`config.mk`:
```
export PLATFORM = sky130hd
export DESIGN_NAME = motor_speed_pid_step_unit
export DESIGN_NICKNAME = d
export VERILOG_FILES = /design/src/sv/mspid_pkg.sv /design/src/sv/mspid_err_stage.sv /design/src/sv/mspid_acc_stage.sv /design/src/sv/motor_speed_pid_step_unit.sv
export SDC_FILE = /design/constraint.sdc
export NUM_CORES = 1
export LEC_CHECK = 0
export ABC_AREA = 1
export ABC_CLOCK_PERIOD_IN_PS = 11200
export BUFFER_PORTS_ARGS = -buffer_cell sky130_fd_sc_hd__clkbuf_2
export CORE_MARGIN = 3
export CORE_UTILIZATION = 44
export CTS_CLUSTER_DIAMETER = 30
export DETAILED_ROUTE_END_ITERATION = 16
export MAX_ROUTING_LAYER = met4
export SLEW_MARGIN = 10
export SYNTH_ARGS = -nofsm -noshare
export SYNTH_HDL_FRONTEND = slang
export SYNTH_HIERARCHICAL = 1
export SYNTH_SLANG_ARGS = --single-unit
```
`constraint.sdc`:
```
create_clock -name clock -period 11.2 [get_ports clock]
set_input_delay 1.12 -clock clock [delete_from_list [all_inputs] [get_ports clock]]
set_output_delay 1.12 -clock clock [all_outputs]
set_load 0.03 [all_outputs]
```
`src/sv/mspid_pkg.sv`:
```
// Shared widths, codes, constants and types of the PID speed step unit.
// No dependencies; imported by every module of the block.
`timescale 1ns / 1ps

package mspid_pkg;

   localparam int COUNT_WIDTH     = 16;
   localparam int GAIN_WIDTH      = 8;
   localparam int RAW_WIDTH       = 10;
   localparam int SPEED_WIDTH     = 8;
   localparam int ERR_WIDTH       = 10;
   localparam int DIFF_WIDTH      = 11;
   localparam int P_WIDTH         = 19;
   localparam int KI_ERR_WIDTH    = 19;
   localparam int KD_DIFF_WIDTH   = 20;
   localparam int D_WIDTH         = 26;
   localparam int INTEGRAL_WIDTH  = 24;
   localparam int DUTY_WIDTH      = 10;
   localparam int CSR_INDEX_WIDTH = 2;

   localparam int DUTY_MAX_DEFAULT = 1023;
   localparam int PWM_CAP          = 1023;

   localparam logic CMD_PULSE = 1'b0;
   localparam logic CMD_TICK  = 1'b1;

   localparam logic [CSR_INDEX_WIDTH-1:0] REG_KP = 2'd0;
   localparam logic [CSR_INDEX_WIDTH-1:0] REG_KI = 2'd1;
   localparam logic [CSR_INDEX_WIDTH-1:0] REG_KD = 2'd2;

   localparam logic [GAIN_WIDTH-1:0] KP_RESET = 8'd3;
   localparam logic [GAIN_WIDTH-1:0] KI_RESET = 8'd1;
   localparam logic [GAIN_WIDTH-1:0] KD_RESET = 8'd1;

   // count*2400/360 = count*20/3 passes 255 from this count on
   localparam logic [COUNT_WIDTH-1:0] SPEED_SAT_COUNT = 16'd39;
   localparam logic [SPEED_WIDTH-1:0] SPEED_MAX       = 8'd255;

   localparam int SETPOINT_SCALE = 360;
   localparam int SETPOINT_SHIFT = 10;

   // floor(x/3) = (x*683) >> 11 for x below 1024
   localparam int RECIP3       = 683;
   localparam int RECIP3_SHIFT = 11;
   // floor(x/5) = (x*13108) >> 16 for x below 16384
   localparam int RECIP5       = 13108;
   localparam int RECIP5_SHIFT = 16;

   typedef struct packed {
      logic                             load_tick;
      logic                             load_pulse;
      logic                             move;
   } pipe_ctl_type;

   typedef struct packed {
      logic [SPEED_WIDTH-1:0]           speed;
      logic signed [ERR_WIDTH-1:0]      err;
      logic signed [P_WIDTH-1:0]        p;
      logic signed [KI_ERR_WIDTH-1:0]   ki_err;
      logic signed [KD_DIFF_WIDTH-1:0]  kd_diff;
   } err_word_type;

   // Speed for a count below SPEED_SAT_COUNT: floor(cnt*20/3)
   function automatic logic [SPEED_WIDTH-1:0] speed_of_count(input logic [5:0] cnt);
      logic [9:0]  scaled;
      logic [19:0] prod;
      scaled = {cnt, 4'b0000} + {2'b00, cnt, 2'b00};
      prod   = {10'd0, scaled} * 20'(RECIP3);
      return prod[RECIP3_SHIFT +: SPEED_WIDTH];
   endfunction

endpackage

```
`src/sv/mspid_err_stage.sv`:
```
// First stage: pulse counter, speed and error forming, gain products.
// Depends on mspid_pkg.
`timescale 1ns / 1ps

module mspid_err_stage (
   input  logic                                   clock,
   input  logic                                   reset,
   input  mspid_pkg::pipe_ctl_type                ctl,
   input  logic [mspid_pkg::RAW_WIDTH-1:0]        setpoint_raw,
   input  logic [mspid_pkg::GAIN_WIDTH-1:0]       kp,
   input  logic [mspid_pkg::GAIN_WIDTH-1:0]       ki,
   input  logic [mspid_pkg::GAIN_WIDTH-1:0]       kd,
   output logic                                   word_valid,
   output mspid_pkg::err_word_type                word
);
   import mspid_pkg::*;

   logic [COUNT_WIDTH-1:0]               pulse_count_ff, pulse_count_in;
   logic signed [ERR_WIDTH-1:0]          prev_err_ff, prev_err_in;
   logic                                 word_valid_ff, word_valid_in;
   err_word_type                         word_ff, word_in;

   logic [SPEED_WIDTH-1:0]               speed;
   logic [RAW_WIDTH+8:0]                 target_prod;
   logic [SPEED_WIDTH:0]                 target;
   logic signed [ERR_WIDTH-1:0]          err;
   logic signed [DIFF_WIDTH-1:0]         diff;

   always_comb begin
      if (pulse_count_ff >= SPEED_SAT_COUNT) begin
         speed = SPEED_MAX;
      end else begin
         speed = speed_of_count(pulse_count_ff[5:0]);
      end
      target_prod = {9'd0, setpoint_raw} * 19'(SETPOINT_SCALE);
      target      = target_prod[SETPOINT_SHIFT +: SPEED_WIDTH+1];
      err  = $signed({1'b0, target}) - $signed({2'b00, speed});
      diff = $signed({err[ERR_WIDTH-1], err})
           - $signed({prev_err_ff[ERR_WIDTH-1], prev_err_ff});

      word_in.speed   = speed;
      word_in.err     = err;
      word_in.p       = P_WIDTH'($signed({1'b0, kp})) * P_WIDTH'(err);
      word_in.ki_err  = KI_ERR_WIDTH'($signed({1'b0, ki})) * KI_ERR_WIDTH'(err);
      word_in.kd_diff = KD_DIFF_WIDTH'($signed({1'b0, kd})) * KD_DIFF_WIDTH'(diff);
   end

   always_comb begin
      pulse_count_in = pulse_count_ff;
      prev_err_in    = prev_err_ff;
      priority if (ctl.load_tick) begin
         pulse_count_in = '0;
         prev_err_in    = err;
      end else if (ctl.load_pulse && (pulse_count_ff != '1)) begin
         pulse_count_in = pulse_count_ff + 1'b1;
      end
   end

   always_comb begin
      priority if (ctl.load_tick) begin
         word_valid_in = 1'b1;
      end else if (ctl.move) begin
         word_valid_in = 1'b0;
      end else begin
         word_valid_in = word_valid_ff;
      end
   end

   always_ff @(posedge clock) begin
      if (reset) begin
         pulse_count_ff <= '0;
         prev_err_ff    <= '0;
         word_valid_ff  <= 1'b0;
      end else begin
         pulse_count_ff <= pulse_count_in;
         prev_err_ff    <= prev_err_in;
         word_valid_ff  <= word_valid_in;
      end
   end

   // hold the word until the next stage takes it
   always_ff @(posedge clock) begin
      if (ctl.load_tick) begin
         word_ff <= word_in;
      end
   end

   assign word_valid = word_valid_ff;
   assign word       = word_ff;

endmodule

```
`src/sv/mspid_acc_stage.sv`:
```
// Second stage: integral and drive accumulation, clamping, result register.
// Depends on mspid_pkg.
`timescale 1ns / 1ps

module mspid_acc_stage #(
   parameter int DUTY_MAX = mspid_pkg::DUTY_MAX_DEFAULT
) (
   input  logic                                   clock,
   input  logic                                   reset,
   input  mspid_pkg::pipe_ctl_type                ctl,
   input  mspid_pkg::err_word_type                word,
   input  logic                                   rsp_stall,
   output logic                                   rsp_valid,
   output logic [mspid_pkg::DUTY_WIDTH-1:0]       rsp_duty_cycle,
   output logic [mspid_pkg::SPEED_WIDTH-1:0]      rsp_speed_rpm,
   output logic signed [mspid_pkg::ERR_WIDTH-1:0] rsp_speed_error
);
   import mspid_pkg::*;

   localparam int DRIVE_WIDTH = $clog2(DUTY_MAX + 1);
   localparam int SUM_WIDTH   =
      ((DRIVE_WIDTH > INTEGRAL_WIDTH) ? DRIVE_WIDTH : INTEGRAL_WIDTH) + 3;
   localparam logic signed [INTEGRAL_WIDTH-1:0] INTEGRAL_MAX =
      {1'b0, {(INTEGRAL_WIDTH-1){1'b1}}};
   localparam logic signed [INTEGRAL_WIDTH-1:0] INTEGRAL_MIN =
      {1'b1, {(INTEGRAL_WIDTH-1){1'b0}}};

   logic signed [INTEGRAL_WIDTH-1:0]     integral_ff, integral_in;
   logic [DRIVE_WIDTH-1:0]               drive_ff, drive_in;
   logic                                 rsp_valid_ff, rsp_valid_in;
   logic [DUTY_WIDTH-1:0]                duty_ff, duty_in;
   logic [SPEED_WIDTH-1:0]               speed_ff;
   logic signed [ERR_WIDTH-1:0]          error_ff;

   logic                                 ki_neg;
   logic [KI_ERR_WIDTH-1:0]              ki_mag;
   logic [13:0]                          ki_div8;
   logic [28:0]                          ki_prod;
   logic [12:0]                          ki_quot;
   logic signed [13:0]                   inc;
   logic signed [INTEGRAL_WIDTH:0]       int_sum;
   logic signed [D_WIDTH-1:0]            d_term;
   logic signed [SUM_WIDTH-1:0]          total;

   always_comb begin
      // ki*err/40 toward zero: divide the magnitude by 8, then by 5
      ki_neg  = word.ki_err[KI_ERR_WIDTH-1];
      ki_mag  = ki_neg ? KI_ERR_WIDTH'(-word.ki_err) : KI_ERR_WIDTH'(word.ki_err);
      ki_div8 = ki_mag[16:3];
      ki_prod = {15'd0, ki_div8} * 29'(RECIP5);
      ki_quot = ki_prod[RECIP5_SHIFT +: 13];
      inc     = ki_neg ? -$signed({1'b0, ki_quot}) : $signed({1'b0, ki_quot});

      int_sum = $signed({integral_ff[INTEGRAL_WIDTH-1], integral_ff})
              + (INTEGRAL_WIDTH+1)'(inc);
      if (int_sum > (INTEGRAL_WIDTH+1)'(INTEGRAL_MAX)) begin
         integral_in = INTEGRAL_MAX;
      end else if (int_sum < (INTEGRAL_WIDTH+1)'(INTEGRAL_MIN)) begin
         integral_in = INTEGRAL_MIN;
      end else begin
         integral_in = int_sum[INTEGRAL_WIDTH-1:0];
      end

      // times 40 as 32 + 8
      d_term = (D_WIDTH'(word.kd_diff) <<< 5) + (D_WIDTH'(word.kd_diff) <<< 3);

      total = SUM_WIDTH'($signed({1'b0, drive_ff}))
            + SUM_WIDTH'(word.p)
            + SUM_WIDTH'(integral_in)
            + SUM_WIDTH'(d_term);

      if (total < SUM_WIDTH'(1)) begin
         drive_in = DRIVE_WIDTH'(1);
      end else if (total > SUM_WIDTH'(DUTY_MAX)) begin
         drive_in = DRIVE_WIDTH'(DUTY_MAX);
      end else begin
         drive_in = total[DRIVE_WIDTH-1:0];
      end

      if (32'(drive_in) > 32'(PWM_CAP)) begin
         duty_in = DUTY_WIDTH'(PWM_CAP);
      end else begin
         duty_in = DUTY_WIDTH'(drive_in);
      end
   end

   always_comb begin
      priority if (ctl.move) begin
         rsp_valid_in = 1'b1;
      end else if (rsp_stall) begin
         rsp_valid_in = rsp_valid_ff;
      end else begin
         rsp_valid_in = 1'b0;
      end
   end

   always_ff @(posedge clock) begin
      if (reset) begin
         integral_ff  <= '0;
         drive_ff     <= '0;
         rsp_valid_ff <= 1'b0;
      end else begin
         rsp_valid_ff <= rsp_valid_in;
         if (ctl.move) begin
            integral_ff <= integral_in;
            drive_ff    <= drive_in;
         end
      end
   end

   always_ff @(posedge clock) begin
      if (ctl.move) begin
         duty_ff  <= duty_in;
         speed_ff <= word.speed;
         error_ff <= word.err;
      end
   end

   assign rsp_valid       = rsp_valid_ff;
   assign rsp_duty_cycle  = duty_ff;
   assign rsp_speed_rpm   = speed_ff;
   assign rsp_speed_error = error_ff;

endmodule

```
`src/sv/motor_speed_pid_step_unit.sv`:
```
// Incremental PID speed step unit: handshake control, gain registers, two stages.
// Depends on mspid_pkg, mspid_err_stage and mspid_acc_stage.
//
// Usage:
//   req_ channel: req_command 0 counts one encoder pulse, 1 is a sample tick
//   carrying req_setpoint_raw. A word is taken when req_valid is high and
//   req_stall is low. Pulse words give no result; each tick gives one word on
//   the rsp_ channel (duty, speed, error), taken when rsp_valid is high and
//   rsp_stall is low.
//   csr_ channel: writes kp, ki, kd by index; csr_ready is always high and an
//   unknown index is dropped. Write gains only while the unit is idle.
//   Path: a tick taken is first held in the first-stage word register and then
//   moves to the result register. Throughput: one word per cycle while req_stall
//   is low, pulses and ticks alike, set by the accumulate step feeding integral and drive.
//   Reset clears the pulse count, integral, drive level, previous error and
//   restores the gains to 3, 1, 1. When the receiver stalls, the result holds,
//   the first stage holds one tick, and only then is req_stall raised.
`timescale 1ns / 1ps

module motor_speed_pid_step_unit #(
   parameter int DUTY_MAX = mspid_pkg::DUTY_MAX_DEFAULT
) (
   input  logic                                        clock,
   input  logic                                        reset,
   input  logic                                        req_valid,
   output logic                                        req_stall,
   input  logic                                        req_command,
   input  logic [mspid_pkg::RAW_WIDTH-1:0]             req_setpoint_raw,
   output logic                                        rsp_valid,
   input  logic                                        rsp_stall,
   output logic [mspid_pkg::DUTY_WIDTH-1:0]            rsp_duty_cycle,
   output logic [mspid_pkg::SPEED_WIDTH-1:0]           rsp_speed_rpm,
   output logic signed [mspid_pkg::ERR_WIDTH-1:0]      rsp_speed_error,
   input  logic                                        csr_valid,
   output logic                                        csr_ready,
   input  logic [mspid_pkg::CSR_INDEX_WIDTH-1:0]       csr_index,
   input  logic [mspid_pkg::GAIN_WIDTH-1:0]            csr_wdata
);
   import mspid_pkg::*;

   logic [GAIN_WIDTH-1:0]   kp_ff, kp_in;
   logic [GAIN_WIDTH-1:0]   ki_ff, ki_in;
   logic [GAIN_WIDTH-1:0]   kd_ff, kd_in;

   pipe_ctl_type            ctl;
   logic                    req_accept;
   logic                    word_valid;
   err_word_type            word;

   // the first stage drains whenever the result register is free or being taken
   assign ctl.move       = word_valid && (!rsp_valid || !rsp_stall);
   assign req_stall      = word_valid && rsp_valid && rsp_stall;
   assign req_accept     = req_valid && !req_stall;
   assign ctl.load_tick  = req_accept && (req_command == CMD_TICK);
   assign ctl.load_pulse = req_accept && (req_command == CMD_PULSE);

   assign csr_ready = 1'b1;

   always_comb begin
      kp_in = kp_ff;
      ki_in = ki_ff;
      kd_in = kd_ff;
      if (csr_valid) begin
         unique case (csr_index)
            REG_KP:  kp_in = csr_wdata;
            REG_KI:  ki_in = csr_wdata;
            REG_KD:  kd_in = csr_wdata;
            default: ;
         endcase
      end
   end

   always_ff @(posedge clock) begin
      if (reset) begin
         kp_ff <= KP_RESET;
         ki_ff <= KI_RESET;
         kd_ff <= KD_RESET;
      end else begin
         kp_ff <= kp_in;
         ki_ff <= ki_in;
         kd_ff <= kd_in;
      end
   end

   mspid_err_stage u_err_stage (
      .clock        (clock),
      .reset        (reset),
      .ctl          (ctl),
      .setpoint_raw (req_setpoint_raw),
      .kp           (kp_ff),
      .ki           (ki_ff),
      .kd           (kd_ff),
      .word_valid   (word_valid),
      .word         (word)
   );

   mspid_acc_stage #(
      .DUTY_MAX (DUTY_MAX)
   ) u_acc_stage (
      .clock           (clock),
      .reset           (reset),
      .ctl             (ctl),
      .word            (word),
      .rsp_stall       (rsp_stall),
      .rsp_valid       (rsp_valid),
      .rsp_duty_cycle  (rsp_duty_cycle),
      .rsp_speed_rpm   (rsp_speed_rpm),
      .rsp_speed_error (rsp_speed_error)
   );

endmodule

```
Word level (Yosys, flattened, before mapping)
Index checks and enable logic that the tools add are counted.
- bits in registers: 190
- word-level logic and storage cells: 72
- output and inout port bits: 31
- reduce and logical (&&, ||, !) cells: 17
- bitwise operators: 1
- add/sub/neg operators: 11
- order comparisons: 5
- eq/ne operators: 4
- multiplexer cells: 11
- multiply operators: 6
- operators with widths (operator ; count):
    2-to-1 mux 24 bit ; 2
    multiplier 9 x 10 -> 19 bit ; 2
    adder 27 x 26 -> 27 bit ; 1
    greater-than comparator 27 x 11 -> 1 bit (second input constant) ; 1
    < comparator 27 x 2 -> 1 bit (second input constant) ; 1
    adder 25 x 23 -> 26 bit ; 1
    multiplier 14 x 12 -> 26 bit (second input constant) ; 1
    adder 20 x 24 -> 25 bit ; 1
    adder 24 x 14 -> 25 bit ; 1
    greater-than comparator 25 x 24 -> 1 bit (second input constant) ; 1
    < comparator 25 x 24 -> 1 bit (second input constant) ; 1
    adder 11 x 19 -> 20 bit ; 1
    multiplier 9 x 11 -> 20 bit ; 1
    2-to-1 mux 10 bit ; 2
    multiplier 10 x 10 -> 19 bit (second input constant) ; 1
    2-to-1 mux 17 bit ; 1
    negation 17 bit ; 1
    adder 16 x 1 -> 16 bit (second input constant) ; 1
    greater-or-equal comparator 16 x 6 -> 1 bit (second input constant) ; 1
    multiplier 10 x 6 -> 16 bit (second input constant) ; 1
    inequality test 16 bit (second input constant) ; 1
    2-to-1 mux 14 bit ; 1
    negation 12 -> 14 bit ; 1
    subtractor 10 x 10 -> 11 bit ; 1
    other kinds (15) ; 28

Depth between registers and ports, before layout
- word-level depth: 14
- depth in mapped cells: 73
- mapped depth without buffers: 73

By module
Netlist, hierarchy kept.
- modules (own cells, without submodules) (module ; cells an instance ; instances ; seq. area each (µm²) ; area an instance (µm²)):
    mspid_err_stage ; 1970 ; 1 ; 2822.7 ; 16721.0
    mspid_acc_stage ; 1582 ; 1 ; 1541.5 ; 11198.2
    motor_speed_pid_step_unit ; 160 ; 1 ; 480.5 ; 1083.5

Worst setup path before layout
Ideal clock, no wire load.
- path type: register to register
- start: reg u_err_stage.word_ff (netlist bit u_err_stage/word[22])
- end: reg u_acc_stage.duty_ff[1], in the netlist u_acc_stage/rsp_duty_cycle[1], data pin
- clock period less this slack: 10.855 ns
- path slack: 0.345 ns
- arrival: 10.605 ns
- stages on the path, launching flop included: 61
- cell sequence: edfxtp_1 -> nor2_1 -> nand4_1 -> nor2_1 -> nand4_1 -> nor2_1 -> nand2_1 -> o21ai_0 -> xor2_1 -> ha_1 -> fa_1 -> fa_1 -> fa_1 -> inv_1 -> fa_1 -> inv_1 -> ha_1 -> nand2_1 -> [25 not listed] -> fa_1 -> ha_1 -> ha_1 -> fa_1 -> nand3_1 -> nand2_1 -> nand3_1 -> nand3_1 -> nand2_1 -> nand2_1 -> nand2_1 -> nand2_1 -> nor2_1 -> nand3_2 -> nor2_2 -> nand2_1 -> nand2_1 -> inv_1
- cells in the longest elaborated chain, start to end: 14
- elaborated cells between the ends (all ways): 16
- classes of those cells: 5 x add/sub; 1 x mul; 4 x order compare; 6 x mux
- ends and longest elaborated chain (element ; line ; source):
    from (decl) ; mspid_err_stage.sv:21 ; err_word_type word_ff, word_in;
    from (signal assigned) ; mspid_err_stage.sv:84 ; word_ff <= word_in;
    negation 17 bit (*) ; mspid_acc_stage.sv:48 ; ki_mag = ki_neg ? KI_ERR_WIDTH'(-word.ki_err) : KI_ERR_WIDTH'(word.ki_err);
    2-to-1 mux 17 bit (*) ; mspid_acc_stage.sv:48 ;
    multiplier 14 x 12 -> 26 bit (*) ; mspid_acc_stage.sv:50 ; ki_prod = {15'd0, ki_div8} * 29'(RECIP5);
    negation 12 -> 14 bit ; mspid_acc_stage.sv:52 ; inc = ki_neg ? -$signed({1'b0, ki_quot}) : $signed({1'b0, ki_quot});
    2-to-1 mux 14 bit (*) ; mspid_acc_stage.sv:52 ;
    adder 24 x 14 -> 25 bit (*) ; mspid_acc_stage.sv:55 ; + (INTEGRAL_WIDTH+1)'(inc);
    < comparator 25 x 24 -> 1 bit ; mspid_acc_stage.sv:58 ; end else if (int_sum < (INTEGRAL_WIDTH+1)'(INTEGRAL_MIN)) begin
    2-to-1 mux 24 bit ; mspid_acc_stage.sv:58 ;
    2-to-1 mux 24 bit (*) ; mspid_acc_stage.sv:56 ; if (int_sum > (INTEGRAL_WIDTH+1)'(INTEGRAL_MAX)) begin
    net u_acc_stage.integral_in[23] ; mspid_acc_stage.sv:28 ; logic signed [INTEGRAL_WIDTH-1:0] integral_ff, integral_in;
    adder 20 x 24 -> 25 bit (*) ; mspid_acc_stage.sv:69 ; + SUM_WIDTH'(integral_in)
    adder 27 x 26 -> 27 bit (*) ; mspid_acc_stage.sv:70 ; + SUM_WIDTH'(d_term);
    greater-than comparator 27 x 11 -> 1 bit ; mspid_acc_stage.sv:74 ; end else if (total > SUM_WIDTH'(DUTY_MAX)) begin
    2-to-1 mux 10 bit ; mspid_acc_stage.sv:74 ;
    2-to-1 mux 10 bit (*) ; mspid_acc_stage.sv:72 ; if (total < SUM_WIDTH'(1)) begin
    net u_acc_stage.drive_in[1] ; mspid_acc_stage.sv:29 ; logic [DRIVE_WIDTH-1:0] drive_ff, drive_in;
    to (signal assigned) ; mspid_acc_stage.sv:113 ; duty_ff <= duty_in;
    to (decl) ; mspid_acc_stage.sv:31 ; logic [DUTY_WIDTH-1:0] duty_ff, duty_in;
Mark *: on every way through the listed nets, which the timed path passes. The rest lies on a longest branch.
A chain may end at the register's enable or synchronous reset.

Worst setup path after layout
- start: reg u_err_stage.word_ff (netlist bit u_err_stage/word[20])
- end: reg u_acc_stage.duty_ff[4], in the netlist u_acc_stage/rsp_duty_cycle[4], data pin
The elaborated chain is that of the path after synthesis.

==> impl_metrics.env <==
export IMPL_status="finished, final reports clean"
export IMPL_clock_sinks=189
export IMPL_gp_congestion=0.8919
export IMPL_clock_path_buffers=2
export IMPL_cts_root_buffer="clkbuf_16"
export IMPL_crit_type="reg -> reg"
export IMPL_track_usage_pct=20.58
export IMPL_area_delta_synth_final_pct=14.87
export IMPL_die_h_um=262.3
export IMPL_vias=23250
export IMPL_maxCapViolations=0
export IMPL_crit_required_ns=11.46
export IMPL_clock_latency_ns=0.50
export IMPL_finalSetupViolations=0
export IMPL_grt_pass1_wl_um=112900
export IMPL_wirelength_um=68800
export IMPL_synth_cells=3699
export IMPL_cp_arrival_ns=11.16
export IMPL_met3_wirelength_um=2152
export IMPL_port_buffers=55
export IMPL_ctsHoldBuffers=0
export IMPL_dieArea_mm2=0.06882
export IMPL_ios=57
export IMPL_core_rowCount=93
export IMPL_rrSetupSlack_ns=0.30
export IMPL_initial_utilization_pct=44.69
export IMPL_path_buf_inv=12
export IMPL_final_min_clock_period_ns=10.90
export IMPL_gr_total_overflow=0
export IMPL_m1WireLength_um=31870
export IMPL_critPathTopFamily="adder cells"
export IMPL_final_common_cell="inv_1"
export IMPL_stdcell_count=4740
export IMPL_grt_pass1_vias=22890
export IMPL_worstReg2RegEnd="u_acc_stage/rsp_duty_cycle[4]$_DFFE_PP_"
export IMPL_maxSlewViolCount=0
export IMPL_dp_cells=4679
export IMPL_syn_nets=4436
export IMPL_coreArea_mm2=0.06470
export IMPL_rsz0062_at_grt="yes"
export IMPL_cp_max_fo=6
export IMPL_relSlewSlack_pct=29.06
export IMPL_grt_max_degree=77
export IMPL_final_nets=4607
export IMPL_clk_pin_slew_worst_paths_ns=0.08
export IMPL_min_to="u_acc_stage/rsp_speed_error[7]$_DFFE_PP_"
export IMPL_die_x_um=262.3
export IMPL_htreeDepth=4
export IMPL_synthesis_area_mm2=0.02891
export IMPL_antenna_found_initial=2
export IMPL_highest_layer="met4"
export IMPL_viasPerCell=4.905
export IMPL_drive_gt1_share_pct=15.01
export IMPL_hold_path_startpoint="u_err_stage/word[65]$_DFFE_PP_"
export IMPL_finalClockSkew_ns=0.01649
export IMPL_critPathMostFrequentCell="nand2_1"
export IMPL_drt_wirelength_per_cell_um=14.51
export IMPL_fin_crit_sh_pct=97.30
export IMPL_hold_path_class="reg -> reg"
export IMPL_reg2reg_depth=64
export IMPL_ys_warn_count=6
export IMPL_whs_path_depth=0
export IMPL_worst_slew_pin_slew_ns=1.064
export IMPL_cts_tree="done"
export IMPL_slowest_stage="fa_1"
export IMPL_critPathMaxStageDelay_ns=0.56
export IMPL_start_kind="register"
export IMPL_hold_violations=0
export IMPL_avgSynthCellArea_um2=7.816
export IMPL_dr_pass1_iters=5
export IMPL_max_freq_mhz=91.76
export IMPL_critPathCaptureType="register"
export IMPL_mostFrequentLayoutCells="846 x inv_1, 643 x nand2_1, 330 x ha_1"
export IMPL_wl_met2_um=33350
export IMPL_numCtsBuffers=17
export IMPL_drc_errors=0
export IMPL_reg2reg_from="u_err_stage/word[20]$_DFFE_PP_"
export IMPL_dp_hpwl_um=56910
export IMPL_drtIter0Drc=1077
export IMPL_final_antenna_net_count=0
-- stage by stage --
stage / util, % / area, um^2 / hold slack, ns / setup WS (ns) / TNS [ns]
after global routing: 51.33 / 33210 / 0.4256 / -0.4756 / -8.263
after detailed placement: 47.79 / 30920 / 0.4045 / -0.2533 / -4.240
after global placement: 47.79 / 30920 / 0.4019 / -0.1893 / -1.114
final: 51.33 / 33210 / 0.4224 / 0.3021 / 0
after floorplan: - / 28910 / 0.4003 / 0.3446 / 0
after CTS: 48.98 / 31690 / 0.4239 / 0.00007905 / 0
-- registers in the layout, summed over array words and instances, names as in the netlist --
name / flops
kd_ff: 8
ki_ff: 8
kp_ff: 8
u_acc_stage/drive_ff: 10
u_acc_stage/integral_ff: 24
u_acc_stage/rsp_duty_cycle: 10
u_acc_stage/rsp_speed_error: 10
u_acc_stage/rsp_speed_rpm: 8
u_acc_stage/rsp_valid: 1
u_err_stage/prev_err_ff: 10
u_err_stage/pulse_count_ff: 16
u_err_stage/word: 75
u_err_stage/word_valid: 1
-- layer usage --
metal / vias to the layer above / track usage (%)
met2: 341 / 34.62
met5: - / -
li1: 11790 / -
met3: 64 / 2.144
met4: 0 / 5.274
met1: 11050 / 26.65
-- area by class of cell --
type                            instances  area (um^2)
Sequential cell                       189         4815
Multi-Input combinational cell       2575        21880
Clock inverter                         15        210.2
Antenna cell                            2        5.005
Timing Repair inverter                  1        8.758
Fill cell                            6336        31490
Timing Repair Buffer                  206         1473
Tap cell                              855         1070
Clock buffer                           17        425.4
Inverter                              880         3323
-- worst max path at each step --
stage                                                from                                 endpoint  slack, ns  cells after the start
2_1_floorplan              u_err_stage/word[22]$_DFFE_PP_  u_acc_stage/rsp_duty_cycle[1]$_DFFE_PP_       0.34                     60
3_3_place_gp   u_err_stage/pulse_count_ff[0]$_SDFFE_PP0P_           u_err_stage/word[19]$_DFFE_PP_      -0.19                     56
3_5_place_dp   u_err_stage/pulse_count_ff[0]$_SDFFE_PP0P_           u_err_stage/word[19]$_DFFE_PP_      -0.25                     56
4_1_cts        u_err_stage/pulse_count_ff[0]$_SDFFE_PP0P_           u_err_stage/word[19]$_DFFE_PP_    0.00008                     57
5_1_grt                    u_err_stage/word[20]$_DFFE_PP_  u_acc_stage/rsp_duty_cycle[4]$_DFFE_PP_      -0.48                     65
6_report                   u_err_stage/word[20]$_DFFE_PP_  u_acc_stage/rsp_duty_cycle[4]$_DFFE_PP_       0.30                     64
-- what timing repair did --
action	CTS	global route
gates cloned	0	3
pin swaps	7	83
resized for setup	19	306
endpoints found under the setup margin	29	33
setup buffers	6	18
Power is not shown: default switching activity piles up to over one toggle a cycle in this logic, so the estimate is an artifact.
